## config.mk

```make
export PLATFORM = sky130hd
export DESIGN_NAME = pca_queue
export DESIGN_NICKNAME = d
export VERILOG_FILES = /design/src/hw/rtl/pca_pkg.sv /design/src/hw/rtl/pca_queue.sv
export SDC_FILE = /design/constraint.sdc
export NUM_CORES = 1
export LEC_CHECK = 0
export ABC_AREA = 1
export ABC_CLOCK_PERIOD_IN_PS = 14200
export BUFFER_PORTS_ARGS = -buffer_cell sky130_fd_sc_hd__buf_4
export CELL_PAD_IN_SITES_DETAIL_PLACEMENT = 1
export CELL_PAD_IN_SITES_GLOBAL_PLACEMENT = 1
export CORE_MARGIN = 2
export CORE_UTILIZATION = 48
export DETAILED_ROUTE_END_ITERATION = 10
export PLACE_DENSITY_LB_ADDON = 0.1
export SLEW_MARGIN = 20
export SYNTH_ARGS = -nofsm -noshare
export SYNTH_HDL_FRONTEND = slang
export SYNTH_SLANG_ARGS = --single-unit
export TNS_END_PERCENT = 100
```

## constraint.sdc

```tcl
create_clock -name i_clk -period 14.2 [get_ports i_clk]
set_clock_uncertainty 0.15 [all_clocks]
set_input_delay 0.71 -clock i_clk [delete_from_list [all_inputs] [get_ports i_clk]]
set_output_delay 0.71 -clock i_clk [all_outputs]
set_load 0.005 [all_outputs]
```

## src/hw/rtl/pca_pkg.sv

```systemverilog
package pca_pkg;
    localparam int AreaW   = 44;
    localparam int MomW    = 61;
    localparam int CenW    = 24;
    localparam int CoordW  = 16;

    localparam logic [1:0] ST_OK    = 2'd0;
    localparam logic [1:0] ST_FEW   = 2'd1;
    localparam logic [1:0] ST_ZERO  = 2'd2;
    localparam logic [1:0] ST_MANY  = 2'd3;

    // closed polygon handed from front to back end
    typedef struct packed {
        logic [1:0]               status;
        logic signed [AreaW-1:0]  area;
        logic signed [MomW-1:0]   mom_x;
        logic signed [MomW-1:0]   mom_y;
    } t_poly;
endpackage

```

## src/hw/rtl/pca_queue.sv

```systemverilog
module pca_queue (
    input  logic           i_clk,
    input  logic           i_rst_n,
    input  logic           i_push,
    input  pca_pkg::t_poly i_data,
    output logic           o_full,
    input  logic           i_pop,
    output logic           o_empty,
    output pca_pkg::t_poly o_data
);
    import pca_pkg::*;
    t_poly r_mem [2];
    logic  r_wp, r_rp;
    logic [1:0] r_cnt;

    assign o_full  = (r_cnt == 2'd2);
    assign o_empty = (r_cnt == 2'd0);
    assign o_data  = r_mem[r_rp];

    always_ff @(posedge i_clk) begin
        if (i_push && !o_full) begin
            r_mem[r_wp] <= i_data;
        end
    end

    always_ff @(posedge i_clk) begin
        if (!i_rst_n) begin
            r_wp <= 1'b0; r_rp <= 1'b0; r_cnt <= '0;
        end else begin
            if (i_push && !o_full) r_wp <= ~r_wp;
            if (i_pop && !o_empty) r_rp <= ~r_rp;
            r_cnt <= r_cnt + 2'((i_push && !o_full) ? 1 : 0)
                           - 2'((i_pop && !o_empty) ? 1 : 0);
        end
    end
endmodule

```

[Word-level counts from Yosys, hierarchy flattened]
Memories as Yosys holds them, arrays and structs flattened. A register that Yosys moved wholly into a read port is not among the register bits.
Index checks and enable logic that the tools add are counted.
Word-level totals
  RAM bits: 336
  input port bits: 172
  memories: 1
  output and inout bits: 170
  register bits: 4
Operators by class
  reduce and logical (&&, ||, !) cells: 5
  bitwise logic cells: 2
  add/subtract/negate cells: 2
  equal/unequal tests: 1
  mux-type cells: 6
Memory list
  r_mem: words 2, width 168, read ports 1, clocked after memory_dff 1, wr ports 1, line pca_queue.sv:12  | t_poly r_mem [2];
Operator list (count)
  2-to-1 mux 1 bit: 6
  adder 2 x 1 -> 2 bit: 1
  == test 2 bit, second input constant: 1
  logical AND 1 bit: 2
  logical NOT 1 bit: 2
  logical NOT 2 bit: 1
  inverter 1 bit: 2
  subtractor 2 x 1 -> 2 bit: 1

[Logic depth before layout (Yosys ltp)]
Gate-level depths: netlist of the first run.
  word-level depth: 6
  mapped depth: 11
  mapped depth without buffers: 11

[Least setup slack after synthesis of the first run]
No wires, ideal clock.
  kind: input -> register
  start point: input port i_push
  end point: memory r_mem[0][0] (netlist name), enable pin
  data arrival time: 7.749 ns
  data required time: 13.352 ns
  setup time: 0.698 ns
  setup slack: 5.604 ns
  stages on the path: 2
  buffers on the path: 0
  cells stage by stage: nand2_1 > nor2_1
On the way
  word-level cells in the longest chain between the ends: 3
RTL lines
  start, declared: line pca_queue.sv:4  | input logic i_push,
  logical AND 1 bit: line pca_queue.sv:21  | if (i_push && !o_full) begin
  2-to-1 mux 1 bit: line pca_queue.sv:21
  2-to-1 mux 1 bit (implied by the code): line pca_queue.sv:22  | r_mem[r_wp] <= i_data;
  end, declared: line pca_queue.sv:12
No other way between the ends.

==> flow_metrics.tcl, run 1 <==
set metrics [dict create \
    place_inst 1224 \
    routed_via_density 5.00 \
    period_minus_slack_ps 3850 \
    first_iter_violations 327 \
    hpwlAfterDp_um 19200 \
    instances_no_fill 1291 \
    ys_seq_elements 341 \
    yosys.cell_count.top_type "edfxtp_1" \
    cts_hold_buf 0 \
    antenna_left 0 \
    fmax_mhz 260 \
    slew_viol_final 0 \
    cap_violations 0 \
    synth_top_family_by_area "multiplexers" \
    r2r_start "r_cnt[0]" \
    cts.sinks 341 \
    nFillCells 2276 \
    syn_nets 735 \
    hold_violations 0 \
    worstPathMaxFanout 63 \
    clk_pin_slew_ps 60 \
    cts_setup_buffers 0 \
    synth.cells.most_frequent "edfxtp_1 (336), mux2_4 (101), mux2_2 (67)" \
    rr_worst_depth 5 \
    die_x_um 167 \
    drt_first_pass_iters 8 \
    syn_area_per_cell_sq_um 22.8 \
    synth_mux_area_share_pct 17.7 \
    yosysWarnings 0 \
    drive_above_1_share_pct 59.5 \
    synth_edf_count 336 \
    initial_core_util_pct 49.0 \
    synth_xor_area_share_pct 0 \
    slew-limit-headroom_pct 27.7 \
    grt_pass1_vias 7148 \
    status "finished, violations left" \
    synth_adder_area_share_pct 0.196 \
    synth.top_cells.by_area "edfxtp_1 (79%), mux2_4 (12%), mux2_2 (5.9%)" \
    cts_root_buf "clkbuf_16" \
    finalSetupViolCount 0 \
    portBuffers 341 \
    ctsResizeCount 0 \
    track_usage_pct 19.7 \
    wl_per_cell_um 21.8 \
    area_growth_syn_to_layout_pct 31.1 \
    seq_area_sq_mm 0.0102 \
    clockBufferDepth 3 \
    cts_made_buffers 37 \
    rr_endpoint "r_mem[1][9]" \
    grt_pass1_wl_um 41800 \
    endpoint_kind "primary output" \
    crit_end "o_data[43]" \
    yosysSeqAreaShare_pct 79.6 \
    synthFlopType "edfxtp_1" \
    dieArea_sq_mm 0.0280 \
    start_kind "register" \
    nNetsFinal 1102 \
    synthCells 561 \
    gp_congestion 0.776 \
    totalWireLength_um 28100 \
    worstPathRequired_ps 13340 \
    die_h_um 167 \
    clk_latency_ps 500 \
    ios 342 \
    peakVddDrop_mv 0.111 \
    antenna_found_initial 0 \
    synth_compound_area_share_pct 0.0782 \
    syn_area_sq_mm 0.0128 \
    r2r_setup_slack_ps 11190 \
    yosys.area_share.simple_pct 0.616 \
    critPathKind "register to primary output" \
    cts_tree "done" \
    multi_input_area_sq_mm 0.00239 \
    h-tree-depth 2 \
    power_density_mw_per_mm2 176 \
    drc 22 \
    synth_area_leader_cell "edfxtp_1" \
    async_flop_share_pct 0 \
    tightest_slew_ps 1080 \
    grt_max_degree 92 \
    synthDistinctLibCells 12 \
    grt-ovfl-total 0 \
    yosysTopAreaCellShare_pct 78.8 \
    period_share_pct 27.1 \
    hold_class "input pin to register" \
    cp_data_arrival_time_ps 2990 \
    n_antenna_cell 0 \
    rsz0062_at_grt "no" \
    fin_util_pct 64.2 \
    setup_tns_ps 0 \
    rows 59 \
    p_leak_nw 6.49 \
    coreArea_sq_mm 0.0261 \
    violations "DRC" \
    vias 6456 \
]
power by group:
part           switching [W]  internal, W
clock               0.000368     0.000522
sequential         0.0000601      0.00128
combinational       0.000304     0.000414
total               0.000732      0.00222
cell families (layout without fill, tap and decap cells):
kind of cell / after synthesis / in the layout
flops: 341 / 341
mux: 168 / 168
buf+inv: 28 / 423
simple gates: 20 / 20
fa+ha+maj: 2 / 2
compound gates: 2 / 2
layer usage:
layer  GRT usage [%]  vias up  share of wire [%]
met2            34.7      254                 51
met4            6.01        0                2.4
met3            6.19       48                8.3
met1            23.2     3203                 38
li1                -     2951                  -
met5               0        -                  0
final cells by class:
cell class	instances	area share, %
Multi-Input combinational cell	192	14.3
Tap cell	335	2.50
Clock inverter	19	0.731
Clock buffer	48	6.02
Timing Repair Buffer	347	15.5
Sequential cell	341	60.7
Inverter	9	0.231
sequential cells by signal (all words and copies together) (netlist names), named ones only:
register,flops
r_mem,336
r_cnt,2
r_rp,1
r_wp,1
worst min-delay path by stage:
stage	start	endpoint	cells after the start
6_report	i_data[28]	r_mem[0][28]	1
2_1_floorplan	r_rp	register	2
3_5_place_dp	r_rp	r_rp	2
4_1_cts	i_data[28]	r_mem[0][28]	1
5_1_grt	i_data[55]	r_mem[0][55]	1
3_3_place_gp	r_rp	r_rp	2
placed cells by master (no fill, tap or decap), types with 2 or more instances in the layout:
cell type    n
a21oi_1      2
buf_4      347
clkbuf_1     9
clkbuf_16   39
clkinv_1     7
clkinv_2     8
dfxtp_1      4
edfxtp_1   336
ha_1         2
inv_1        8
inv_6        3
mux2_2      67
mux2_4     101
nand2_1      9
nand3_1      3
nor2_1       7
critical path, cell delays in order, from the launching register on:
cell	delay (ps)
dfxtp_4	950
buf_4	880
mux2_2	450
buf_4	140
metrics by stage:
step / hold slack [ps] / power (W) / setup WS, ps / area [sq um]
after floorplan: 317 / 0.00176 / 5600 / 12800
final: 240 / 0.00295 / 10350 / 16800
after global routing: 216 / 0.00307 / 10170 / 16800
after CTS: 213 / 0.00299 / 10290 / 16800
after global placement: 343 / 0.00206 / 10890 / 15600
after detailed placement: 370 / 0.00209 / 10840 / 15600
(Power assumes the default switching activity.)
==> inputs of run 2 (changes only) <==
--- a/config.mk
+++ b/config.mk
@@ -6,12 +6,12 @@
 export NUM_CORES = 1
 export LEC_CHECK = 0
 export ABC_AREA = 1
-export ABC_CLOCK_PERIOD_IN_PS = 14200
+export ABC_CLOCK_PERIOD_IN_PS = 3300
 export BUFFER_PORTS_ARGS = -buffer_cell sky130_fd_sc_hd__buf_4
 export CELL_PAD_IN_SITES_DETAIL_PLACEMENT = 1
 export CELL_PAD_IN_SITES_GLOBAL_PLACEMENT = 1
 export CORE_MARGIN = 2
-export CORE_UTILIZATION = 48
+export CORE_UTILIZATION = 40
 export DETAILED_ROUTE_END_ITERATION = 10
 export PLACE_DENSITY_LB_ADDON = 0.1
 export SLEW_MARGIN = 20
==> constraint.sdc (replaced) <==
create_clock -name i_clk -period 3.3 [get_ports i_clk]
set_clock_uncertainty 0.15 [all_clocks]
set_input_delay 0.165 -clock i_clk [delete_from_list [all_inputs] [get_ports i_clk]]
set_output_delay 0.165 -clock i_clk [all_outputs]
set_load 0.005 [all_outputs]
==> flow_metrics.tcl, run 2 (synthesized netlist as in run 1, its figures left out) <==
set metrics [dict create \
    status "complete, no violations" \
    drt_first_pass_iters 4 \
    grt_pass1_vias 8090 \
    layout_commonest_cell "buf_4" \
    fin_util_pct 59.5 \
    grt_pass1_wl_um 46400 \
    grt_util_met2_pct 32.0 \
    nNetsFinal 1281 \
    grt-ovfl-total 0 \
    largest_reg_flops 336 \
    drive_above_1_share_pct 51.5 \
    clk_pin_slew_ps 60 \
    drc 0 \
    cts_tree "done" \
    die_h_um 183 \
    hold_class "input pin to register" \
    totalWireLength_um 31000 \
    power.switching_w 0.00329 \
    cts_setup_buffers 0 \
    track_usage_pct 18.2 \
    vias 7178 \
    cp_cell_sequence "buf_4 > mux2_2 > buf_4" \
    endpoint_kind "primary output" \
    antenna_left 0 \
    rows 65 \
    tightest_slew_ps 937 \
    power_density_mw_per_mm2 705 \
    cts.sinks 341 \
    period_share_pct 80.1 \
    finalSetupViolCount 0 \
    met3_usage_pct 5.88 \
    place_inst 1297 \
    layout_top_registers "r_mem: 336 flops, r_cnt: 2 flops" \
    worstPathRequired_ps 2980 \
    dieArea_sq_mm 0.0334 \
    hpwlAfterDp_um 19200 \
    cts_made_buffers 39 \
    clockBufferDepth 3 \
    grt_max_degree 105 \
    start_kind "register" \
    portBuffers 341 \
    clk_latency_ps 510 \
    hold_violations 0 \
    ios 342 \
    gp_congestion 0.714 \
    p_leak_nw 7.28 \
    top_register "r_mem" \
    layout_common_cells "buf_4 (348), edfxtp_1 (336), dlygate4sd3_1 (171)" \
    setup_tns_ps 0 \
    die_x_um 183 \
    slew_viol_final 0 \
    peakVddDrop_mv 0.426 \
    wl_per_cell_um 20.2 \
    instances_no_fill 1534 \
    first_iter_violations 277 \
    routed_via_density 4.68 \
    p_sw_share_pct 24.8 \
    cts_root_buf "clkbuf_16" \
    cp_data_arrival_time_ps 2330 \
    coreArea_sq_mm 0.0316 \
    cpMostUsedCell "buf_4" \
    cap_violations 0 \
    slew-limit-headroom_pct 37.5 \
    worstPathMaxFanout 50 \
    period_minus_slack_ps 2640 \
    area_growth_syn_to_layout_pct 46.7 \
    pwr-share-seq_pct 43.5 \
    critPathSlowestCell "dfxtp_4" \
    power_frac_clock_pct 31.0 \
    ctsResizeCount 0 \
    initial_core_util_pct 40.6 \
    p_comb_share_pct 25.5 \
    p_int_w 0.00995 \
    cts_hold_buf 171 \
    rsz0062_at_grt "no" \
    slowest_delay_ps 860 \
    gr-max-usage-layer "met2" \
    critPathKind "register to primary output" \
    total_power_w 0.0132 \
    h-tree-depth 2 \
    antenna_found_initial 1 \
    grtUsageMet1_pct 20.9 \
    fmax_mhz 378 \
    nFillCells 2804 \
]
run 2: changes by cell type in the layout (fill, tap and decap cells not counted), sizes merged, moves of 2 or more:
cell         change
bufinv           +2
buf              +6
clkinv           -2
clkinvlp         +2
inv              -3
dlygate4sd3    +171
run 2: worst max-delay path, delay by kind of cell (launching register included):
family | cells | cell delay, ps
buffers and inverters | 2 | 510
multiplexers | 1 | 390
flip-flops | 1 | 860
run 2: power by group through the flow:
| stage | Sequential, W | Clock (W) | Combinational, W |
|---|---|---|---|
| floorplan | 0.00574 | 0 | 0.00177 |
| global placement | 0.00580 | 0 | 0.00316 |
| detailed placement | 0.00585 | 0 | 0.00323 |
| CTS | 0.00576 | 0.00421 | 0.00342 |
| global route | 0.00582 | 0.00437 | 0.00361 |
| finish | 0.00576 | 0.00410 | 0.00338 |
run 2: metal layers:
layer,vias to the layer above,part of all wire (%)
met3,60,7.9
met4,0,2.9
met1,3540,39
met2,279,51
li1,3299,-
met5,-,0
run 2: final cells by class:
type	instances	area [sq um]	area share [%]
diodes	1	2.50	0.0133
clock buffers	47	1050	5.58
clock inverters	18	159	0.846
inverters	9	37.5	0.200
multi-input cells	192	2410	12.8
flip-flops and latches	341	10200	54.3
well taps	402	503	2.68
repair buffers	524	4420	23.6
run 2: worst paths after layout:
check | startpoint | to | slack [ps] | depth (start not counted)
hold reg to reg | r_rp | register | 370 | 2
setup reg to reg | r_cnt[0] | r_mem[0][47] | 1250 | 5
setup / recovery | register | o_data[160] | 660 | 3
hold / removal | i_data[21] | r_mem[1][21] | 230 | 2
run 2: per-stage QoR:
stage	worst slack (ps)	area [sq um]	hold WS, ps
after floorplan	-267	12800	108
final	658	18800	225
after detailed placement	1170	15900	203
after global placement	1230	15900	200
after global routing	525	18800	210
after CTS	610	18800	200
==> inputs of run 3 (changes only) <==
--- a/config.mk
+++ b/config.mk
@@ -6,12 +6,12 @@
 export NUM_CORES = 1
 export LEC_CHECK = 0
 export ABC_AREA = 1
-export ABC_CLOCK_PERIOD_IN_PS = 3300
+export ABC_CLOCK_PERIOD_IN_PS = 2740
 export BUFFER_PORTS_ARGS = -buffer_cell sky130_fd_sc_hd__buf_4
 export CELL_PAD_IN_SITES_DETAIL_PLACEMENT = 1
 export CELL_PAD_IN_SITES_GLOBAL_PLACEMENT = 1
 export CORE_MARGIN = 2
-export CORE_UTILIZATION = 40
+export CORE_UTILIZATION = 44
 export DETAILED_ROUTE_END_ITERATION = 10
 export PLACE_DENSITY_LB_ADDON = 0.1
 export SLEW_MARGIN = 20
==> constraint.sdc (replaced) <==
create_clock -name i_clk -period 2.74 [get_ports i_clk]
set_clock_uncertainty 0.15 [all_clocks]
set_input_delay 0.137 -clock i_clk [delete_from_list [all_inputs] [get_ports i_clk]]
set_output_delay 0.137 -clock i_clk [all_outputs]
set_load 0.005 [all_outputs]
==> flow_metrics.tcl, run 3 (synthesized netlist as in run 1, its figures left out) <==
set metrics [dict create \
    status "complete, no violations" \
    cts_root_buf "clkbuf_16" \
    antenna_found_initial 2 \
    worstPathMaxFanout 30 \
    gp_congestion 0.777 \
    rows 62 \
    power_density_mw_per_mm2 836 \
    vias 7204 \
    die_x_um 175 \
    critPathBufInv 2 \
    portBuffers 341 \
    largest_reg_flops 336 \
    cts.sinks 341 \
    cts_made_buffers 36 \
    rr_endpoint "r_mem[1][50]" \
    coreArea_sq_mm 0.0287 \
    clk_latency_ps 500 \
    endpoint_kind "primary output" \
    crit_family "flip-flops" \
    cp_num_cells 3 \
    dieArea_sq_mm 0.0305 \
    h-tree-depth 2 \
    hold_violations 0 \
    hold_class "input pin to register" \
    fin_util_pct 65.3 \
    placed_cell_area_sq_mm 0.0159 \
    area_growth_syn_to_layout_pct 46.5 \
    finalSetupViolCount 0 \
    wl_per_cell_um 20.8 \
    p_leak_nw 7.26 \
    ios 342 \
    cpMostUsedCell "buf_4" \
    start_kind "register" \
    track_usage_pct 20.6 \
    slowest_delay_ps 740 \
    final_area_sq_mm 0.0187 \
    top_register "r_mem" \
    initial_core_util_pct 44.6 \
    drive_above_1_share_pct 51.1 \
    clockBufferDepth 3 \
    die_h_um 175 \
    nNetsFinal 1280 \
    first_iter_violations 387 \
    critPathSlowestCell "dfxtp_4" \
    rr_worst_depth 5 \
    routed_via_density 4.75 \
    slew-limit-headroom_pct 59.0 \
    fmax_mhz 412 \
    r2r_start "r_cnt[0]" \
    grt-ovfl-total 0 \
    drt_first_pass_iters 5 \
    total_power_w 0.0157 \
    worstPathRequired_ps 2450 \
    critPathKind "register to primary output" \
    cp_cell_sequence "buf_4 > mux2_4 > buf_4" \
    hpwlAfterDp_um 20000 \
    r2r_setup_slack_ps 780 \
    period_share_pct 88.5 \
    totalWireLength_um 31600 \
    period_minus_slack_ps 2430 \
    drc 0 \
    cp_data_arrival_time_ps 2140 \
    antenna_left 0 \
    grt_pass1_vias 8251 \
    layout_top_registers "r_mem: 336 flops, r_cnt: 2 flops" \
    grt_pass1_wl_um 47700 \
    tightest_slew_ps 613 \
    layout_common_cells "buf_4 (344), edfxtp_1 (336), dlygate4sd3_1 (171)" \
    grt_max_degree 95 \
    rsz0062_at_grt "no" \
    cts_tree "done" \
    layout_commonest_cell "buf_4" \
    clk_pin_slew_ps 60 \
    cap_violations 0 \
    crit_end "o_data[58]" \
    peakVddDrop_mv 0.516 \
    slew_viol_final 0 \
]
## run 3: cell count changes in the layout (fill, tap and decap cells not counted), sizes merged
| cell | previous run | this run |
|---|---|---|
| buf | 353 | 355 |
| clkbuf | 47 | 44 |
| clkinv | 14 | 15 |
| clkinvlp | 2 | 1 |
| diode | 1 | 2 |
## run 3: worst min-delay path by stage
stage	startpoint	to	cells past startpoint
2_1_floorplan	i_rst_n	r_cnt[0]	2
3_5_place_dp	i_data[51]	r_mem[0][51]	1
4_1_cts	i_data[11]	r_mem[1][11]	2
3_3_place_gp	i_data[21]	r_mem[0][21]	1
6_report	i_data[72]	r_mem[1][72]	2
5_1_grt	i_data[29]	r_mem[1][29]	2
## run 3: through the flow
| step | TNS (ps) | hold WS (ps) | setup slack (ps) | std cells |
|---|---|---|---|---|
| finish | 0 | 212 | 314 | 1516 |
| detailed placement | 0 | 175 | 773 | 1281 |
| CTS | 0 | 186 | 282 | 1514 |
| floorplan | -275260 | 80.4 | -827 | 561 |
| global route | 0 | 201 | 224 | 1516 |
| global placement | 0 | 172 | 808 | 1281 |
## run 3: area by class of cell
class | count | area (sq um)
repair buffers | 526 | 4510
flip-flops and latches | 341 | 10200
well taps | 384 | 480
diodes | 2 | 5.00
clock inverters | 18 | 153
clock buffers | 44 | 952
multi-input cells | 192 | 2410
inverters | 9 | 37.5
fillers | 2462 | 9960
## run 3: what timing repair did
item	in CTS	in global routing
buffers inserted	0	0
hold buffers	171	0
endpoints found under the setup margin	0	0
resized for setup	0	0
hold endpoints to repair	341	0
## run 3: power by group
group | total, W | internal, W | switching [W]
Combinational | 0.00416 | 0.00242 | 0.00175
Sequential | 0.00691 | 0.00662 | 0.000282
Clock | 0.00460 | 0.00274 | 0.00187
Total | 0.0157 | 0.0118 | 0.00390
## run 3: routing by layer
metal | vias up | part of all wire (%) | GRT usage, %
li1 | 3306 | - | -
met1 | 3565 | 36 | 22.6
met2 | 276 | 54 | 37.7
met3 | 57 | 7.5 | 6.23
met4 | 0 | 2.7 | 7.33
met5 | - | 0 | 0
