--- config.mk ---
export PLATFORM = sky130hd
export DESIGN_NAME = pca_back
export DESIGN_NICKNAME = d
export VERILOG_FILES = /design/src/hw/rtl/pca_pkg.sv /design/src/hw/rtl/pca_back.sv
export SDC_FILE = /design/constraint.sdc
export NUM_CORES = 1
export LEC_CHECK = 0
export BUFFER_PORTS_ARGS = -buffer_cell sky130_fd_sc_hd__buf_2
export CAP_MARGIN = 20
export CELL_PAD_IN_SITES_DETAIL_PLACEMENT = 1
export CELL_PAD_IN_SITES_GLOBAL_PLACEMENT = 1
export CORE_ASPECT_RATIO = 1.2
export CORE_MARGIN = 2
export CORE_UTILIZATION = 29
export CTS_CLUSTER_SIZE = 8
export DETAILED_ROUTE_END_ITERATION = 8
export HOLD_SLACK_MARGIN = 0.12
export PLACE_DENSITY = 0.56
export SLEW_MARGIN = 30
export SYNTH_ARGS = -nofsm -noshare
export SYNTH_HDL_FRONTEND = slang
export SYNTH_SLANG_ARGS = --single-unit
export TNS_END_PERCENT = 5
--- constraint.sdc ---
create_clock -name i_clk -period 17.9 [get_ports i_clk]
set_clock_uncertainty 0.2 [all_clocks]
set_input_delay 0.895 -clock i_clk [delete_from_list [all_inputs] [get_ports i_clk]]
set_output_delay 0.895 -clock i_clk [all_outputs]
set_load 0.02 [all_outputs]
--- src/hw/rtl/pca_pkg.sv ---
package pca_pkg;
    localparam int AreaW   = 44;
    localparam int MomW    = 61;
    localparam int CenW    = 24;
    localparam int CoordW  = 16;

    localparam logic [1:0] ST_OK    = 2'd0;
    localparam logic [1:0] ST_FEW   = 2'd1;
    localparam logic [1:0] ST_ZERO  = 2'd2;
    localparam logic [1:0] ST_MANY  = 2'd3;

    // closed polygon handed from front to back end
    typedef struct packed {
        logic [1:0]               status;
        logic signed [AreaW-1:0]  area;
        logic signed [MomW-1:0]   mom_x;
        logic signed [MomW-1:0]   mom_y;
    } t_poly;
endpackage

--- src/hw/rtl/pca_back.sv ---
module pca_back (
    input  logic           i_clk,
    input  logic           i_rst_n,
    input  logic           i_empty,
    input  pca_pkg::t_poly i_poly,
    output logic           o_pop,
    output logic           o_empty,
    input  logic           i_pop,
    output logic [1:0]     o_status,
    output logic signed [pca_pkg::AreaW-1:0] o_twice_area,
    output logic signed [pca_pkg::CenW-1:0]  o_centroid_x,
    output logic signed [pca_pkg::CenW-1:0]  o_centroid_y
);
    import pca_pkg::*;

    // restoring division of |m|*256 by |3a|, both axes in parallel, one bit a cycle
    localparam int NW = MomW + 8;
    localparam int DW = AreaW + 2;
    localparam logic [1:0] S_IDLE = 2'd0;
    localparam logic [1:0] S_DIV  = 2'd1;
    localparam logic [1:0] S_OUT  = 2'd2;

    logic [1:0] r_state;
    logic [6:0] r_step;
    logic [NW-1:0] r_qx, r_qy;
    logic [DW:0]   r_rx, r_ry;
    logic [DW-1:0] r_d;
    logic r_negx, r_negy;
    logic [1:0] r_st;
    logic signed [AreaW-1:0] r_area;

    logic [MomW-1:0] w_mx_abs, w_my_abs;
    logic signed [DW-1:0] w_d3;
    assign w_mx_abs = i_poly.mom_x[MomW-1] ? MomW'(-i_poly.mom_x) : i_poly.mom_x;
    assign w_my_abs = i_poly.mom_y[MomW-1] ? MomW'(-i_poly.mom_y) : i_poly.mom_y;
    assign w_d3 = DW'(i_poly.area) + (DW'(i_poly.area) <<< 1);

    logic [DW:0] w_tx, w_ty;
    assign w_tx = {r_rx[DW-1:0], r_qx[NW-1]};
    assign w_ty = {r_ry[DW-1:0], r_qy[NW-1]};

    assign o_pop = (r_state == S_IDLE) && !i_empty;
    assign o_empty = (r_state != S_OUT);

    function automatic logic signed [CenW-1:0] sat(input logic [NW-1:0] q, input logic neg);
        logic [NW:0] lim;
        begin
            lim = neg ? (NW+1)'(24'h800000) : (NW+1)'(24'h7fffff);
            if ({1'b0, q} > lim) sat = neg ? CenW'(24'h800000) : CenW'(24'h7fffff);
            else                 sat = neg ? CenW'(-q[CenW-1:0]) : q[CenW-1:0];
        end
    endfunction

    always_ff @(posedge i_clk) begin
        if (!i_rst_n) begin
            r_state <= S_IDLE;
        end else begin
            unique case (r_state)
                S_IDLE: begin
                    if (!i_empty) begin
                        r_st   <= i_poly.status;
                        r_area <= (i_poly.status == ST_OK) ? i_poly.area : '0;
                        r_qx <= {w_mx_abs, 8'd0};
                        r_qy <= {w_my_abs, 8'd0};
                        r_rx <= '0; r_ry <= '0;
                        r_d  <= w_d3[DW-1] ? DW'(-w_d3) : w_d3;
                        r_negx <= i_poly.mom_x[MomW-1] ^ w_d3[DW-1];
                        r_negy <= i_poly.mom_y[MomW-1] ^ w_d3[DW-1];
                        r_step <= 7'(NW);
                        r_state <= (i_poly.status == ST_OK) ? S_DIV : S_OUT;
                    end
                end
                S_DIV: begin
                    if (w_tx >= {1'b0, r_d}) begin
                        r_rx <= w_tx - {1'b0, r_d}; r_qx <= {r_qx[NW-2:0], 1'b1};
                    end else begin
                        r_rx <= w_tx; r_qx <= {r_qx[NW-2:0], 1'b0};
                    end
                    if (w_ty >= {1'b0, r_d}) begin
                        r_ry <= w_ty - {1'b0, r_d}; r_qy <= {r_qy[NW-2:0], 1'b1};
                    end else begin
                        r_ry <= w_ty; r_qy <= {r_qy[NW-2:0], 1'b0};
                    end
                    r_step <= r_step - 7'd1;
                    if (r_step == 7'd1) r_state <= S_OUT;
                end
                S_OUT: begin
                    if (i_pop) r_state <= S_IDLE;
                end
                default: r_state <= S_IDLE;
            endcase
        end
    end

    assign o_status     = r_st;
    assign o_twice_area = r_area;
    assign o_centroid_x = (r_st == ST_OK) ? sat(r_qx, r_negx) : '0;
    assign o_centroid_y = (r_st == ST_OK) ? sat(r_qy, r_negy) : '0;
endmodule

# [Yosys cells after proc, flatten, opt, wreduce, memory -nomap -nowiden]
# Cells that the tools add are included.
[classes] order_cmp=4 bitwise_logic=3 eq_ne=7 n_reduce_logical=9 muxes=31 addsub=9
[op_table] operator="$pmux W69 S2" n=2
[op_table] operator="$mux W24" n=10
[op_table] operator="$pmux W46 S2" n=2
[op_table] operator="$gt A69 B24 Y1" n=2
[op_table] operator="$mux W46" n=3
[op_table] operator="$mux W69" n=2
[op_table] operator="$mux W61" n=2
[op_table] operator="$neg A61 Y61" n=2
[op_table] operator="$ge A47 B46 Y1" n=2
[op_table] operator="$sub A46 B46 Y46" n=2
[op_table] operator="$neg A24 Y24" n=2
[op_table] operator="$add A44 B45 Y46" n=1
[op_table] operator="$neg A46 Y46" n=1
[op_table] operator="$mux W45" n=1
[op_table] operator="$pmux W7 S2" n=1
[op_table] operator="$reduce_and A3 Y1" n=3
[op_table] operator="$mux W2" n=4
[op_table] operator="$ne A2 B2 Y1 const B" n=4
[op_table] operator="$eq A7 B1 Y1 const B" n=1
[op_table] operator="$mux W7" n=1
[op_table] operator="$sub A7 B1 Y7 const B" n=1
[op_table] operator="$logic_not A2 Y1" n=3
[op_table] operator="$pmux W2 S3" n=1
[op_table] operator="$eq A2 B1 Y1 const B" n=1
[op_table] operator="other kinds (7)" n=9
[totals] register_bits=333 word_cells=75 output_inout_bits=96

# [Longest topological paths before layout]
# Gate-level depths: netlist of run 1.
[depth] word_depth=4 depth_mapped=15 depth_no_buf=14

# [Least setup slack after synthesis of run 1]
# OpenSTA, ideal clock, no wires.
[synth_path] path_kind="input-to-reg" start="input i_empty" end="register r_qx[0], enable pin" required_time_ns=16.528 n_path_buf=0 slack_ns=-1.537 t_arrival_ns=18.065 stages=2 cell_sequence="nor2b_1 -> nor3b_1"
[synth_between] elab_chain_len=2
[synth_rtl] element="from (decl)" line="pca_back.sv:4" text="input logic i_empty,"
[synth_rtl] element="$ne A2 B2 Y1 (no line)"
[synth_rtl] element="$reduce_and A3 Y1 (no line)"
[synth_rtl] element="to (signal assigned)" line="pca_back.sv:63" text="r_qx <= {w_mx_abs, 8'd0};"
[synth_rtl] element="to (signal assigned)" line="pca_back.sv:75" text="r_rx <= w_tx - {1'b0, r_d}; r_qx <= {r_qx[NW-2:0], 1'b1};"
[synth_rtl] element="to (signal assigned)" line="pca_back.sv:77" text="r_rx <= w_tx; r_qx <= {r_qx[NW-2:0], 1'b0};"
[synth_rtl] element="to (decl)" line="pca_back.sv:25" text="logic [NW-1:0] r_qx, r_qy;"
# Every way passes these cells.
# A chain may end at the register's enable or synchronous reset.

# [Final worst setup path of run 1]
[layout_path] start="register r_negy" end="output o_centroid_y[0] (netlist name)"
[layout_between] elab_chain_len=4 elab_cells_between_ends=6
[layout_rtl] element="from (decl)" line="pca_back.sv:28" text="logic r_negx, r_negy;"
[layout_rtl] element="from (signal assigned)" line="pca_back.sv:68" text="r_negy <= i_poly.mom_y[MomW-1] ^ w_d3[DW-1];"
[layout_rtl] element="$mux W24" line="pca_back.sv:48, pca_back.sv:49"
[layout_rtl] element="$gt A69 B24 Y1" line="pca_back.sv:49" text="if ({1'b0, q} > lim) sat = neg ? CenW'(24'h800000) : CenW'(24'h7fffff);"
[layout_rtl] element="$mux W24 (*)" line="pca_back.sv:49"
[layout_rtl] element="$mux W24 (*)" line="pca_back.sv:98" text="assign o_centroid_y = (r_st == ST_OK) ? sat(r_qy, r_negy) : '0;"
[layout_rtl] element="to (decl)" line="pca_back.sv:12" text="output logic signed [pca_pkg::CenW-1:0] o_centroid_y"
# Every way passes the cells marked *; elsewhere a longest branch is shown, timed or not.

==> results of run 1 <==
==> per-stage QoR <==
stage | cells | worst slack, ns
final | 4592 | 11.78
after global routing | 4592 | 11.46
after CTS | 4591 | 11.70
after detailed placement | 4513 | 12.01
after global placement | 4512 | 12.10
after floorplan | 3123 | 6.88
==> sequential cells by signal (all words and copies together) (netlist names) <==
signal and flops:
r_rx 46, r_negy 1, r_d 46, r_negx 1, r_qy 69, o_status 2
o_twice_area 44, r_ry 46, r_step 7, r_qx 69, r_state 2
==> logic make-up after synthesis <==
logic type                 Yosys count  share of synthesized area [%]
AOI/OAI and AO/OA                  926                           21.2
xor gates and xnor gates           270                           8.63
adders and majority gates          193                           8.90
buffers and inverters              264                           3.62
DFF                                333                           36.4
muxes                               33                           1.21
and+or+nand+nor                   1104                           20.0
==> area by class of cell <==
type / count / area share, %
multi-input combinational: 2526 / 52.5
sequential: 333 / 31.7
tap: 1250 / 4.97
timing repair buffer: 290 / 4.94
clock buffer: 68 / 4.22
inverter: 115 / 1.37
clock inverter: 10 / 0.306
==> synth_stat cells (all sizes together) (21+ instances only) <==
library cell	count	share of area [%]
a211oi	36	1.0
a21o	93	2.5
a21oi	217	4.0
a31oi	41	0.94
and2	69	1.6
and3	29	0.66
clkbuf	149	2.0
edfxtp	331	36
ha	190	8.7
inv	112	1.5
mux2i	32	1.2
nand2	372	5.1
nand2b	23	0.53
nand3	64	1.2
nand4	43	0.98
nor2	209	2.9
nor2b	25	0.57
nor3	65	1.2
nor4	43	1.0
o211ai	26	0.71
o21a	21	0.58
o21ai	295	5.4
o31ai	67	1.9
o41ai	26	0.89
or3	54	1.3
or4	37	1.1
xnor2	108	3.5
xor2	162	5.2
==> worst max-delay path by stage <==
stage | from | endpoint | slack, ns | depth (start not counted)
floorplan | i_empty | r_qx[0]$_SDFFCE_PN0P_ | 6.88 | 2
global placement | i_poly[122] | r_d[44]$_DFFE_PP_ | 12.10 | 15
detailed placement | i_poly[122] | r_d[44]$_DFFE_PP_ | 12.01 | 15
CTS | r_negy$_DFFE_PP_ | o_centroid_y[0] | 11.70 | 13
global route | r_negy$_DFFE_PP_ | o_centroid_y[0] | 11.46 | 13
finish | r_negy$_DFFE_PP_ | o_centroid_y[0] | 11.78 | 13
==> power breakdown <==
| part | switching, mW | internal [mW] |
|---|---|---|
| Sequential | 0.0389 | 0.943 |
| Combinational | 0.449 | 0.276 |
| Clock | 0.368 | 0.525 |
| Total | 0.856 | 1.74 |
==> cell usage in the layout, fill, tap and decap left out, types with 29 or more instances in the layout <==
cell type / instances
nand3_1: 64
and2_1: 67
a31oi_1: 41
inv_1: 112
a211oi_1: 34
or3_1: 52
a21o_1: 93
and3_1: 29
nand2_1: 372
o31ai_1: 66
mux2i_1: 32
buf_2: 267
xor2_1: 162
nor4_1: 42
nor3_1: 65
or4_1: 32
xnor2_1: 108
clkbuf_16: 50
a21oi_1: 217
nand4_1: 43
nor2_1: 206
ha_1: 190
edfxtp_1: 331
o21ai_0: 291
==> worst max-delay path, stage by stage (launching register included) <==
cell,delay (ns)
edfxtp_1,0.32
buf_4,0.38
clkinv_1,0.43
ha_1,0.41
nand4_1,0.08
or4_1,0.40
mux2i_1,0.20
or2_2,0.16
o221ai_2,0.08
buf_4,0.26
nand2_1,0.59
o21ai_0,0.60
and2_1,0.34
buf_2,0.15
==> metal layers <==
layer | routed length (um) | global-route usage [%] | vias to the layer above
met5 | 0 | 0 | -
met4 | 2460 | 5.27 | 0
met3 | 2360 | 2.17 | 100
met2 | 42500 | 31.0 | 307
met1 | 39500 | 22.4 | 11700
li1 | - | - | 12000
==> metrics.txt, run 1 <==
status=finished, final reports clean; Routed WL per cell=18.9 um; number of DRC markers in iteration 0=970; number of fill cells=10900; min-delay worst type=primary input to register; clock sink count=333; boundary pin count=268; r2r setup slk=12.74 ns; Worst Hold Launch=i_poly[122]; placed cell areas=30000 um^2; syn_nets=3488; share of the clock period used by the worst path=34.2%; clk slew on worst S/H paths=0.05 ns; share of flip-flops with an asynchronous set or reset after synthesis=0%; buffer depth of the longest clock path=3; hold endpoint=r_d[0]$_DFFE_PP_; count of distinct cell types in the synthesized netlist=82; overall power after layout=2.60 mW; Routed Wire Length=86800 um; multi-input combinational cell area=16500 um^2; total CTS buffers=50; number of core rows=123; antenna viol nets, final=0; number of setup violations in the final report=0; startpoint of the most critical register-to-register path=r_d[1]$_DFFE_PP_; global-route wire length before repair=139000 um; DRC violations left=0; count of H-tree levels built during CTS=2; VDD IR max=0.0605 mV; count of pins over their slew limit=0; worst reg2reg path endpoint=r_rx[41]$_SDFFCE_PN0P_; Post-DP HPWL=65600 um; clock period minus worst slack=6.12 ns; post-synthesis area per instance=8.77 um^2; headroom to the max-slew limit=32.5%; Final Core Density=33.6%; Post CTS Setup Buffer Count=0; number of enable-type register cells in the synthesized netlist=331; final worst hold slack=0.336 ns; antenna violations before repair=0; most used flip-flop cell after synthesis=edfxtp_1; Ant. Diodes=0; # resized after CTS=0; initial core utilization=29.2%; All-Layer GR Usage=17.6%; DIE HEIGHT=341 um; clock root buffer master=clkbuf_16; endpoint class of the critical path=output port; die width=285 um; number of nets in the final layout=3681; Power Density=82.6 nW/um^2; number of endpoints with negative hold slack in the final report=0; Data arrival, critical path=5.02 ns; final sum of negative setup slack=0 ns; max-cap violations=0; layout cell share with drive strength beyond 1=11.9%; CP startpoint kind=register; largest net degree at the start of global routing=115; Synth warnings=0; depth of the worst hold-timing path=1; vias in the first global route=25000; category of the most critical setup path=register to output port; cell area after layout=31500 um^2; via density per instance=5.25; TritonCTS clock tree=built; placeable core area=93700 um^2; total gr overflow=0; hold-fix buffers at CTS=0; Static Leakage=12.2 nW; maximum fanout count along the critical path=42; Worst Reg2Reg Path Length in Cells=13; pin slew with the least headroom to its limit=1.00 ns; Placer Congestion=0.798; Buffers on Ports=267; count of vias placed by the detailed router=24100; cell count after synthesis=3123; clock insertion delay at the later pin of the skew report=0.61 ns; area grow syn2layout=14.8%; maximum clock rate=0.163 GHz; worst endpoint required time=16.81 ns; area of all sequential standard cells=9980 um^2; mapped cell area=27400 um^2; #FFs+latches synth=333; die area=97000 um^2; RSZ-0062 raised after global routing=false; first-pass iteration count of the detailed router=5; sequential fraction of the synthesis area=36.4%
Power figures use the tool's default switching activity.
==> run 2, diff against run 1 <==
==> constraint.sdc (replaced) <==
create_clock -name i_clk -period 5.05 [get_ports i_clk]
set_clock_uncertainty 0.2 [all_clocks]
set_input_delay 0.2525 -clock i_clk [delete_from_list [all_inputs] [get_ports i_clk]]
set_output_delay 0.2525 -clock i_clk [all_outputs]
set_load 0.02 [all_outputs]
==> run 2 against run 1 <==
Against the previous run:
- sequential cell count unchanged
- sequential share of layout area fell by 2.5 points
- sequential power increased to 3.5 times the previous value
- first-iteration DRC count rose by 12%
- die area unchanged
- highest routed layer unchanged
- combinational power increased to 3.9 times the previous value
- worst setup slack worse by 12 ns
- the run now ends with negative setup slack left
- critical path depth increased by 1
- critical path type is now primary input to register
- wire length rose by 5.7%
==> metrics.txt, run 2 (same netlist as run 1, synthesis figures left out) <==
count of vias placed by the detailed router=25100; r2r setup slk=0.61 ns; clock root buffer master=clkbuf_16; Routed WL per cell=18.9 um; VDD IR max=0.238 mV; Worst Hold Launch=i_poly[121]; TritonCTS clock tree=built; share of the clock period used by the worst path=102%; max-cap violations=0; placeable core area=93700 um^2; layout cell share with drive strength beyond 1=12.8%; maximum clock rate=0.195 GHz; pin slew with the least headroom to its limit=0.909 ns; CP startpoint kind=primary input; depth of the worst hold-timing path=4; number of DRC markers in iteration 0=1090; violated checks=negative setup slack; highest-count cells in the layout ignoring fill and taps=nand2_1, edfxtp_1, o21ai_0, buf_2, dlygate4sd3_1; via density per instance=5.18; boundary pin count=268; clock insertion delay at the later pin of the skew report=0.61 ns; number of endpoints with negative hold slack in the final report=0; global-route wire length before repair=147000 um; number of setup violations in the final report=2; area grow syn2layout=24.6%; Finished Layout Cells=4850; initial core utilization=29.2%; first-pass iteration count of the detailed router=4; number of core rows=123; stage delay of the slowest cell on the critical path=0.59 ns; Power Density=277 nW/um^2; startpoint of the most critical register-to-register path=r_rx[19]$_SDFFCE_PN0P_; clk slew on worst S/H paths=0.05 ns; count of H-tree levels built during CTS=2; total gr overflow=0; maximum fanout count along the critical path=5; placed cells=4545; count of pins over their slew limit=0; top flop regs=r_qx x69, r_qy x69; cell with the largest stage delay on the worst path=dlygate4sd3_1; Routed Wire Length=91700 um; All-Layer GR Usage=18.6%; Data arrival, critical path=5.27 ns; die area=97000 um^2; RSZ-0062 raised after global routing=true; launch point of the critical path=i_poly[20]; min-delay worst type=primary input to register; Buffers on Ports=267; die width=285 um; antenna violations before repair=4; total CTS buffers=50; number of nets in the final layout=3938; category of the most critical setup path=primary input to register; most common library cell in the layout ignoring fill and taps=nand2_1; Post-DP HPWL=66900 um; clock sink count=333; status=finished, violations left; hold endpoint=r_qx[39]$_DFFE_PP_; antenna viol nets, final=0; vias in the first global route=26500; headroom to the max-slew limit=39.4%; worst-path cell chain=dlygate4sd3_1 -> buf_2 -> or4_4 -> nor4_4 -> or4b_4 -> or3_4 -> or4_4 -> or3_4 -> or2_4 -> or4_4 -> o31ai_4 -> xor2_1 -> dlygate4sd3_1 -> o21ai_1; clock period minus worst slack=5.14 ns; Worst Reg2Reg Path Length in Cells=13; Placer Congestion=0.785; worst endpoint required time=5.19 ns; worst reg2reg path endpoint=r_rx[19]$_SDFFCE_PN0P_; buffer depth of the longest clock path=3; cell with the most instances on the worst path=or4_4; largest net degree at the start of global routing=149; final worst hold slack=0.163 ns; endpoint class of the critical path=register; overall power after layout=9.44 mW; DRC violations left=0; DIE HEIGHT=341 um; worst-case setup margin in the final layout=-0.0883 ns; Static Leakage=13.4 nW
[run 2: changes by cell type in the layout (fill, tap and decap cells not counted), sizes merged]
cell | before | now
dlygate4sd3 | 0 | 223
buf | 290 | 324
diode | 0 | 3
bufinv | 1 | 0
clkinv | 11 | 10
[run 2: cell type report]
type	count	area, um^2
antenna	3	7.51
fill	11000	59600
inverter	115	433
tap	1250	1560
clock buffer	68	1340
timing repair buffer	547	4110
sequential	333	9980
multi-input combinational	2526	16600
clock inverter	8	61.3
[run 2: stage by stage]
stage          setup TNS, ns  setup slack (ns)  area [um^2]  utilization, %
6_report              -0.117           -0.0883        34100            36.4
3_3_place_gp         -0.0430           -0.0342        30300            32.3
2_1_floorplan        -471.30             -1.99        27400               -
4_1_cts                    0          0.000596        33900            36.2
3_5_place_dp          -0.141           -0.0726        30300            32.3
5_1_grt                -1.59            -0.179        34100            36.4
[run 2: critical path: cells and delay by family]
family,cells,cell delay (ns)
XOR/XNOR,1,0.20
AND/OR/NAND/NOR,8,3.23
buffers and inverters,3,1.27
AO/OA/AOI/OAI,2,0.32
[run 2: layer usage]
metal | GRT usage [%] | wire (um)
met5 | 0 | 0
met4 | 5.43 | 2480
met3 | 2.21 | 2580
met2 | 33.3 | 45700
met1 | 23.3 | 40900
[run 2: how the worst max path moves through the flow]
stage	end	slack, ns
final	r_qy[65]$_DFFE_PP_	-0.09
after detailed placement	r_d[44]$_DFFE_PP_	-0.07
after global routing	r_qy[63]$_DFFE_PP_	-0.18
after floorplan	r_qx[0]$_SDFFCE_PN0P_	-1.99
after CTS	o_centroid_y[20]	0.0006
after global placement	r_d[44]$_DFFE_PP_	-0.03
[run 2: repair_timing]
item,in CTS,in global routing
hold buffers,223,0
hold endpoints to repair,210,0
setup buffers,0,1
pin swaps,1,3
gates resized for setup,8,27
endpoints found under the setup margin,8,34
[run 2: where the power goes]
| part | internal (mW) | switching (mW) | leakage, nW | total (mW) |
|---|---|---|---|---|
| Clock | 1.82 | 1.34 | 0.680 | 3.16 |
| Combinational | 1.15 | 1.65 | 9.53 | 2.80 |
| Sequential | 3.34 | 0.141 | 3.16 | 3.48 |
| Total | 6.31 | 3.13 | 13.4 | 9.44 |
==> run 3, diff against run 2 <==
--- a/config.mk
+++ b/config.mk
@@ -16,6 +16,7 @@
 export DETAILED_ROUTE_END_ITERATION = 8
 export HOLD_SLACK_MARGIN = 0.12
 export PLACE_DENSITY = 0.56
+export SETUP_SLACK_MARGIN = 0.3
 export SLEW_MARGIN = 30
 export SYNTH_ARGS = -nofsm -noshare
 export SYNTH_HDL_FRONTEND = slang
==> run 3 against run 2 <==
Against the previous run:
- the run now ends clean
- first-iteration DRC count down 6.5%
- die area unchanged
- critical path depth down 1
- cell count up 0.14%
- sequential cell count unchanged
- total power up 0.24%
- global-route usage about the same
- clock power about the same
- core utilization up 0.31 points
- combinational power about the same
- register-to-register slack better by 0.03 ns
- fmax up 5.7%
==> metrics.txt, run 3 (same netlist as run 1, synthesis figures left out) <==
layout cell share with drive strength beyond 1=13.5%; clock period minus worst slack=4.86 ns; most common library cell in the layout ignoring fill and taps=nand2_1; placeable core area=93700 um^2; Worst Reg2Reg Path Length in Cells=13; TritonCTS clock tree=built; Worst Hold Launch=i_poly[121]; DIE HEIGHT=341 um; count of pins over their slew limit=0; Data arrival, critical path=4.99 ns; All-Layer GR Usage=18.5%; vias in the first global route=26500; number of core rows=123; status=finished, final reports clean; startpoint of the most critical register-to-register path=r_rx[19]$_SDFFCE_PN0P_; clock root buffer master=clkbuf_16; Routed WL per cell=18.9 um; min-delay worst type=primary input to register; total CTS buffers=50; first-pass iteration count of the detailed router=4; Routed Wire Length=91800 um; top flop regs=r_qx x69, r_qy x69; pin slew with the least headroom to its limit=0.913 ns; worst reg2reg path endpoint=r_rx[19]$_SDFFCE_PN0P_; Buffers on Ports=267; share of the clock period used by the worst path=96.3%; area grow syn2layout=25.6%; headroom to the max-slew limit=39.2%; max-cap violations=0; category of the most critical setup path=primary input to register; RSZ-0062 raised after global routing=true; endpoint class of the critical path=register; CP startpoint kind=primary input; Placer Congestion=0.785; clock sink count=333; depth of the worst hold-timing path=4; number of setup violations in the final report=0; antenna viol nets, final=0; Power Density=275 nW/um^2; VDD IR max=0.237 mV; r2r setup slk=0.64 ns; highest-count cells in the layout ignoring fill and taps=nand2_1, edfxtp_1, o21ai_0, buf_2, dlygate4sd3_1; final sum of negative setup slack=0 ns; count of vias placed by the detailed router=25100; buffer depth of the longest clock path=3; number of nets in the final layout=3945; via density per instance=5.18; maximum clock rate=0.206 GHz; Final Core Density=36.7%; DRC violations left=0; boundary pin count=268; initial core utilization=29.2%; global-route wire length before repair=147000 um; Post-DP HPWL=66900 um; total gr overflow=0; count of H-tree levels built during CTS=2; clock insertion delay at the later pin of the skew report=0.61 ns; antenna violations before repair=4; largest net degree at the start of global routing=149; hold endpoint=r_qx[46]$_DFFE_PP_; final worst hold slack=0.161 ns; maximum fanout count along the critical path=5; worst endpoint required time=5.18 ns; Static Leakage=13.5 nW; number of DRC markers in iteration 0=1019; clk slew on worst S/H paths=0.05 ns; die width=285 um; die area=97000 um^2; number of endpoints with negative hold slack in the final report=0
run 3: cell count changes in the layout (fill, tap and decap cells not counted), sizes merged:
cell	delta
buf	+5
dlymetal6s2s	+1
dlymetal6s4s	+1
run 3: worst max-delay path by stage:
stage	start	end	slack [ns]
floorplan	r_state[0]$_SDFFE_PN0P_	r_qx[0]$_SDFFCE_PN0P_	-1.99
global placement	i_poly[122]	r_d[44]$_DFFE_PP_	-0.03
detailed placement	i_poly[122]	r_d[44]$_DFFE_PP_	-0.07
CTS	r_qy[1]$_SDFFCE_PN0P_	o_centroid_y[20]	0.13
global route	r_qy[0]$_SDFFCE_PN0P_	o_centroid_y[18]	0.03
finish	i_poly[21]	r_qy[66]$_DFFE_PP_	0.19
run 3: critical path, stage by stage:
cell and delay, ns:
buf_2 0.11, or4_4 0.57, nor4_4 0.37, or4b_4 0.52
or3_4 0.39, or4_4 0.47, or3_4 0.36, or2_4 0.25
or4_4 0.60, o41ai_4 0.27, xor2_1 0.20, dlygate4sd3_1 0.56
o21ai_0 0.07
run 3: what timing repair did:
item	CTS	global route
endpoints found under the setup margin	34	70
gates resized for setup	14	73
hold buffers	224	0
endpoints found under the hold margin	210	0
pin swaps	1	14
setup buffers	3	5
run 3: through the flow:
stage,instance area [um^2],total power [mW],cells,worst slack (ns)
finish,34400,9.46,4857,0.189
global route,34400,10.1,4857,0.0321
CTS,34000,9.59,4848,0.128
detailed placement,30300,6.17,4545,-0.0726
global placement,30300,6.14,4544,-0.0342
floorplan,27400,5.36,3123,-1.99
run 3: routing by layer:
metal / routed length [um] / share of wire, % / track usage (%)
met3: 2560 / 2.8 / 2.25
met1: 41000 / 45 / 23.2
met2: 45800 / 50 / 33.3
met5: 0 / 0 / 0
met4: 2380 / 2.6 / 5.44
run 3: final cells by class:
cell class,instances,area (um^2)
diodes,3,7.51
clock inverters,8,61.3
well taps,1250,1560
clock buffers,68,1340
inverters,115,433
repair buffers,554,4210
multi-input cells,2526,16800
fillers,11000,59300
flip-flops and latches,333,9980
run 3: power breakdown:
part / switching [mW] / total, mW / internal, mW
combinational: 1.66 / 2.82 / 1.16
clock: 1.34 / 3.16 / 1.82
sequential: 0.143 / 3.49 / 3.34
total: 3.14 / 9.46 / 6.32
